<file path="src/hdl/pwl_pkg.sv">
`timescale 1ns / 1ps
`default_nettype none
// ----------------------------------------------------------------------------
// pwl_pkg
// Shared types and codes for the piecewise linear xyz lookup.
// ----------------------------------------------------------------------------
package pwl_pkg;

    typedef enum logic [1:0] {
        KIND_APPEND = 2'd0,
        KIND_QUERY  = 2'd1,
        KIND_CLEAR  = 2'd2,
        KIND_BAD    = 2'd3
    } kind_t;

    typedef enum logic [2:0] {
        ST_DONE   = 3'd0,
        ST_EXACT  = 3'd1,
        ST_INTERP = 3'd2,
        ST_BEFORE = 3'd3,
        ST_AFTER  = 3'd4,
        ST_EMPTY  = 3'd5,
        ST_REJECT = 3'd6
    } status_t;

    typedef enum logic [3:0] {
        S_IDLE,
        S_DECODE,
        S_APPEND,
        S_SCAN_RD,
        S_SCAN_CHK,
        S_PREV_RD,
        S_PREV_LD,
        S_DIV,
        S_LAST_RD,
        S_LAST_LD,
        S_OUT
    } state_t;

    localparam int TIME_W = 32;
    localparam int IN_W   = 32;

    // controller -> datapath commands
    typedef struct packed {
        logic       load_req;
        logic       do_append;
        logic       do_clear;
        logic       scan_start;
        logic       scan_rd;
        logic       scan_adv;
        logic       rd_prev;
        logic       rd_last;
        logic       load_cur;
        logic       load_res;
        logic       div_start;
        logic       zero_res;
        logic       set_status;
        status_t    status;
    } pwl_cmd_t;

    // datapath -> controller status
    typedef struct packed {
        kind_t      kind;
        logic       empty;
        logic       append_ok;
        logic       scan_end;
        logic       hit_exact;
        logic       hit_above;
        logic       first_entry;
        logic       div_done;
    } pwl_sts_t;

endpackage
`default_nettype wire

</file>
<file path="src/hdl/pwl_ctrl.sv">
`timescale 1ns / 1ps
`default_nettype none
// ----------------------------------------------------------------------------
// pwl_ctrl
// Sequencer: decodes a request, steps the table scan, starts division.
// ----------------------------------------------------------------------------
module pwl_ctrl (
    input  wire logic             aclk,
    input  wire logic             aresetn,
    input  wire logic             req_valid,
    output logic                  req_ready,
    output logic                  res_valid,
    input  wire logic             res_ready,
    input  wire pwl_pkg::pwl_sts_t sts,
    output pwl_pkg::pwl_cmd_t     cmd
);

    pwl_pkg::state_t state_reg, state_next;

    // state register
    always_ff @(posedge aclk) begin
        if (!aresetn) begin
            state_reg <= pwl_pkg::S_IDLE;
        end else begin
            state_reg <= state_next;
        end
    end

    // next state
    always_comb begin
        state_next = state_reg;
        unique case (state_reg)
            pwl_pkg::S_IDLE: begin
                if (req_valid) state_next = pwl_pkg::S_DECODE;
            end
            pwl_pkg::S_DECODE: begin
                unique case (sts.kind)
                    pwl_pkg::KIND_APPEND: state_next = pwl_pkg::S_APPEND;
                    pwl_pkg::KIND_QUERY:
                        state_next = sts.empty ? pwl_pkg::S_OUT : pwl_pkg::S_SCAN_RD;
                    default: state_next = pwl_pkg::S_OUT;
                endcase
            end
            pwl_pkg::S_APPEND:  state_next = pwl_pkg::S_OUT;
            pwl_pkg::S_SCAN_RD: state_next = pwl_pkg::S_SCAN_CHK;
            pwl_pkg::S_SCAN_CHK: begin
                priority if (sts.hit_exact) state_next = pwl_pkg::S_OUT;
                else if (sts.hit_above)
                    state_next = sts.first_entry ? pwl_pkg::S_OUT : pwl_pkg::S_PREV_RD;
                else if (sts.scan_end) state_next = pwl_pkg::S_LAST_RD;
                else state_next = pwl_pkg::S_SCAN_RD;
            end
            pwl_pkg::S_PREV_RD: state_next = pwl_pkg::S_PREV_LD;
            pwl_pkg::S_PREV_LD: state_next = pwl_pkg::S_DIV;
            pwl_pkg::S_DIV: begin
                if (sts.div_done) state_next = pwl_pkg::S_OUT;
            end
            pwl_pkg::S_LAST_RD: state_next = pwl_pkg::S_LAST_LD;
            pwl_pkg::S_LAST_LD: state_next = pwl_pkg::S_OUT;
            pwl_pkg::S_OUT: begin
                if (res_ready) state_next = pwl_pkg::S_IDLE;
            end
            default: state_next = pwl_pkg::S_IDLE;
        endcase
    end

    // outputs
    always_comb begin
        cmd = '0;
        cmd.status = pwl_pkg::ST_DONE;
        req_ready = 1'b0;
        res_valid = 1'b0;
        unique case (state_reg)
            pwl_pkg::S_IDLE: begin
                req_ready = 1'b1;
                cmd.load_req = req_valid;
            end
            pwl_pkg::S_DECODE: begin
                cmd.zero_res = 1'b1;
                cmd.set_status = 1'b1;
                cmd.scan_start = 1'b1;
                unique case (sts.kind)
                    pwl_pkg::KIND_APPEND: cmd.status = pwl_pkg::ST_DONE;
                    pwl_pkg::KIND_QUERY:
                        cmd.status = sts.empty ? pwl_pkg::ST_EMPTY : pwl_pkg::ST_AFTER;
                    pwl_pkg::KIND_CLEAR: begin
                        cmd.status = pwl_pkg::ST_DONE;
                        cmd.do_clear = 1'b1;
                    end
                    default: cmd.status = pwl_pkg::ST_REJECT;
                endcase
            end
            pwl_pkg::S_APPEND: begin
                cmd.set_status = 1'b1;
                cmd.status = sts.append_ok ? pwl_pkg::ST_DONE : pwl_pkg::ST_REJECT;
                cmd.do_append = sts.append_ok;
            end
            pwl_pkg::S_SCAN_RD: cmd.scan_rd = 1'b1;
            pwl_pkg::S_SCAN_CHK: begin
                cmd.load_cur = 1'b1;
                priority if (sts.hit_exact) begin
                    cmd.load_res = 1'b1;
                    cmd.set_status = 1'b1;
                    cmd.status = pwl_pkg::ST_EXACT;
                end else if (sts.hit_above) begin
                    cmd.set_status = 1'b1;
                    cmd.status = sts.first_entry ? pwl_pkg::ST_BEFORE : pwl_pkg::ST_INTERP;
                end else begin
                    cmd.scan_adv = 1'b1;
                end
            end
            pwl_pkg::S_PREV_RD: cmd.rd_prev = 1'b1;
            pwl_pkg::S_PREV_LD: cmd.div_start = 1'b1;
            pwl_pkg::S_LAST_RD: cmd.rd_last = 1'b1;
            pwl_pkg::S_LAST_LD: cmd.load_res = 1'b1;
            pwl_pkg::S_OUT: res_valid = 1'b1;
            default: ;
        endcase
    end

endmodule
`default_nettype wire

</file>
<file path="config.mk">
export PLATFORM = sky130hd
export DESIGN_NAME = pwl_ctrl
export DESIGN_NICKNAME = d
export VERILOG_FILES = /design/src/hdl/pwl_pkg.sv /design/src/hdl/pwl_ctrl.sv
export SDC_FILE = /design/constraint.sdc
export NUM_CORES = 1
export LEC_CHECK = 0
export BUFFER_PORTS_ARGS = -buffer_cell sky130_fd_sc_hd__buf_2
export CAP_MARGIN = 20
export CORE_AREA = 2 2 43 45
export CTS_BUF_LIST = sky130_fd_sc_hd__clkbuf_2 sky130_fd_sc_hd__clkbuf_4 sky130_fd_sc_hd__clkbuf_8
export CTS_CLUSTER_DIAMETER = 200
export DETAILED_ROUTE_END_ITERATION = 10
export DIE_AREA = 0 0 45 47
export PLACE_DENSITY_LB_ADDON = 0.2
export SYNTH_ARGS = -nofsm -noshare
export SYNTH_HDL_FRONTEND = slang
export SYNTH_SLANG_ARGS = --single-unit
export TNS_END_PERCENT = 100
</file>
<file path="constraint.sdc">
create_clock -name aclk -period 2.1 [get_ports aclk]
set_input_delay 0.42 -clock aclk [delete_from_list [all_inputs] [get_ports aclk]]
set_output_delay 0.42 -clock aclk [all_outputs]
set_load 0.005 [all_outputs]
</file>
==> results.md <==
- Vias per cell: 5.56
- Outcome: complete, no violations
- Worst slew pin tran: 407 ps
- Met3 Resource Use GR: 0.0115
- CTS max path bufs: 2
- Post-synth cell types: 32
- Sw frac: 0.470
- CP Capture Type: output port
- Iter 0 DRT Violations: 11
- Max reg flops: 4
- Avg Inst Size Synth: 6.30 µm²
- Std-Cell Rows: 15
- Antenna violations before repair: 0
- Clock Sinks: 4
- # DRC: 0
- Clk_lat worst skew: 240 ps
- Max IR drop VDD: 0.000473 V
- DR pass1 iterations: 4
- Slew Viols, Final: 0
- ANT nets after route: 0
- Post-CTS Repair Setup Buffers: 0
- Cell area after layout: 739 µm²
- Final hold vios: 0
- Fillers: 198
- CP Launch Type: flip-flop
- GRT Overall Usage: 0.170
- List of most frequent post-synthesis cells: nor2_1 (11), nand2_1 (9), clkbuf_1 (6)
- Min Tclk post-route: 1980 ps
- Hold path start: aresetn
- Most frequent cell after synthesis: nor2_1
- Port Buf Inserts: 30
- Reg2reg end: state_reg[0]$_SDFFE_PN0P_
- First-pass GRT wire length: 2660 µm
- Post-synth top area share: 0.148
- Psw: 0.354 mW
- Met2 Usage GRT: 0.294
- Setup_tns: 0 ps
- Setup Crit Path Kind: reg2out
- Worst EP arrival: 1560 ps
- Reg2reg start: state_reg[3]$_SDFFE_PN0P_
- HPWL Detailed: 1260 µm
- Core Area: 1650 µm²
- Syn_nets: 99
- Seq/Total Area, Yosys: 0.148
- P_leak: 0.370 nW
- Critical-path maximum fanout: 5
- Cts bufs inserted: 3
- Diodes inserted: 0
- WL final: 1680 µm
- RSZ-0062 raised after global routing: no
- HP Class: in2reg
- Starting density of the core: 0.328
- Min-Delay Endpoint: state_reg[2]$_SDFFE_PN0P_
- R2r setup slk: 480 ps
- GRT overflow: 0
- DIE AREA: 2120 µm²
- Endpoints failing setup: 0
- Top Usage Layer GRT: met2
- Max transition margin: 0.722
- Clock Skew: 5.38 ps
- DR vias: 740
- IO Count: 31
- Gate power share: 0.692
- Max-Cap Viols: 0
- CTS tree: done
- Placed Area: 713 µm²
- Clock-pin slew on the worst setup and hold paths: 40 ps
- Worst setup startpoint: state_reg[3]$_SDFFE_PN0P_
- Area delta synth->final: 36.5%
- PostCTS Resize Cnt: 0
- Yosys Warn Count: 0
- EDFF count, synth: 0
- Reg2Reg Depth: 4
- Vias in the first global route: 626
- Share of cells above drive strength 1: 0.345
- Wire per inst: 12.6 µm
- DIE WIDTH: 45 µm
- Ys flop type: dfxtp_1
- Post-route clock period utilization: 0.942
- Sequential share of power: 0.179
- Final nets: 131
- Largest net degree at the start of global routing: 17
- WP data required: 1680 ps
- Cell taking the most area after synthesis: dfxtp_1
- Synthesized flop and latch total: 4
- Routing usage on met1: 0.220
- Chip height: 47 µm
- Syn Std Cell Area: 542 µm²
- Largest cells by area after synthesis: dfxtp_1 (15%), nor2_1 (7.6%), nand2_1 (6.2%)
- Synth Instances: 86
- Placer congestion estimate: 0.767
- Pwr per Cell Area: 1020 nW/µm²
- Worst Hold Depth: 2
- # hold bufs at CTS: 0
- Root buf cell: clkbuf_4
- Max frequency: 506 MHz
- Async S/R FF share, synth: 0
- Cell internal pwr: 0.399 mW
- Clk network pwr share: 0.128
- H-tree depth: 1
-- placed cells by master, fill, tap and decap left out, types with 3 or more instances in the layout --
| master | instances |
|---|---|
| o21ai_0 | 5 |
| clkbuf_4 | 3 |
| buf_4 | 4 |
| nor3_1 | 5 |
| dfxtp_1 | 3 |
| nand2_1 | 9 |
| buf_2 | 30 |
| inv_1 | 5 |
| nor3b_1 | 4 |
| a21oi_1 | 5 |
| nor4_1 | 3 |
| nor2_1 | 11 |
-- worst max-delay path, cell delays in order (launching register included) --
cell,delay (ps)
dfxtp_1,290
nand2b_2,210
or3_4,360
nor3b_1,200
o2bb2ai_1,130
buf_2,130
-- area by class of cell --
cell class | count | area, µm² | area share
well taps | 17 | 21.3 | 0.0288
multi-input cells | 70 | 415 | 0.562
inverters | 5 | 18.8 | 0.0254
clock buffers | 3 | 22.5 | 0.0305
flip-flops and latches | 4 | 81.3 | 0.110
repair buffers | 34 | 180 | 0.244
-- how the worst max path moves through the flow --
stage / to
floorplan: cmd[3]
global placement: cmd[1]
detailed placement: cmd[0]
CTS: cmd[0]
global route: cmd[0]
finish: cmd[0]
-- cells by family (layout without fill, tap and decap cells) --
| group | after synthesis | count (layout) | synth area share |
|---|---|---|---|
| compound gates | 23 | 23 | 0.282 |
| simple gates | 47 | 47 | 0.480 |
| buf+inv | 12 | 42 | 0.0901 |
| flops | 4 | 4 | 0.148 |
-- metal layers --
layer / share of wire / vias to the layer above
li1: - / 373
met1: 0.47 / 328
met2: 0.46 / 37
met3: 0.062 / 2
met4: 0.0048 / 0
met5: 0 / -
-- power by group through the flow --
stage | combinational (mW) | sequential, mW | clock, mW
after floorplan | 0.343 | 0.124 | 0
after global placement | 0.513 | 0.135 | 0
after detailed placement | 0.515 | 0.134 | 0
after CTS | 0.518 | 0.132 | 0.0989
after global routing | 0.582 | 0.139 | 0.104
final | 0.521 | 0.135 | 0.0966
-- metrics by stage --
step	total power, mW	util	cells	hold WS, ps	setup slack [ps]
global placement	0.648	0.432	130	684	369
floorplan	0.467	-	86	536	407
global route	0.825	0.448	133	447	27.0
CTS	0.749	0.445	133	430	91.8
finish	0.753	0.448	133	435	122
detailed placement	0.649	0.432	130	675	351
Power figures use the tool's default switching activity.
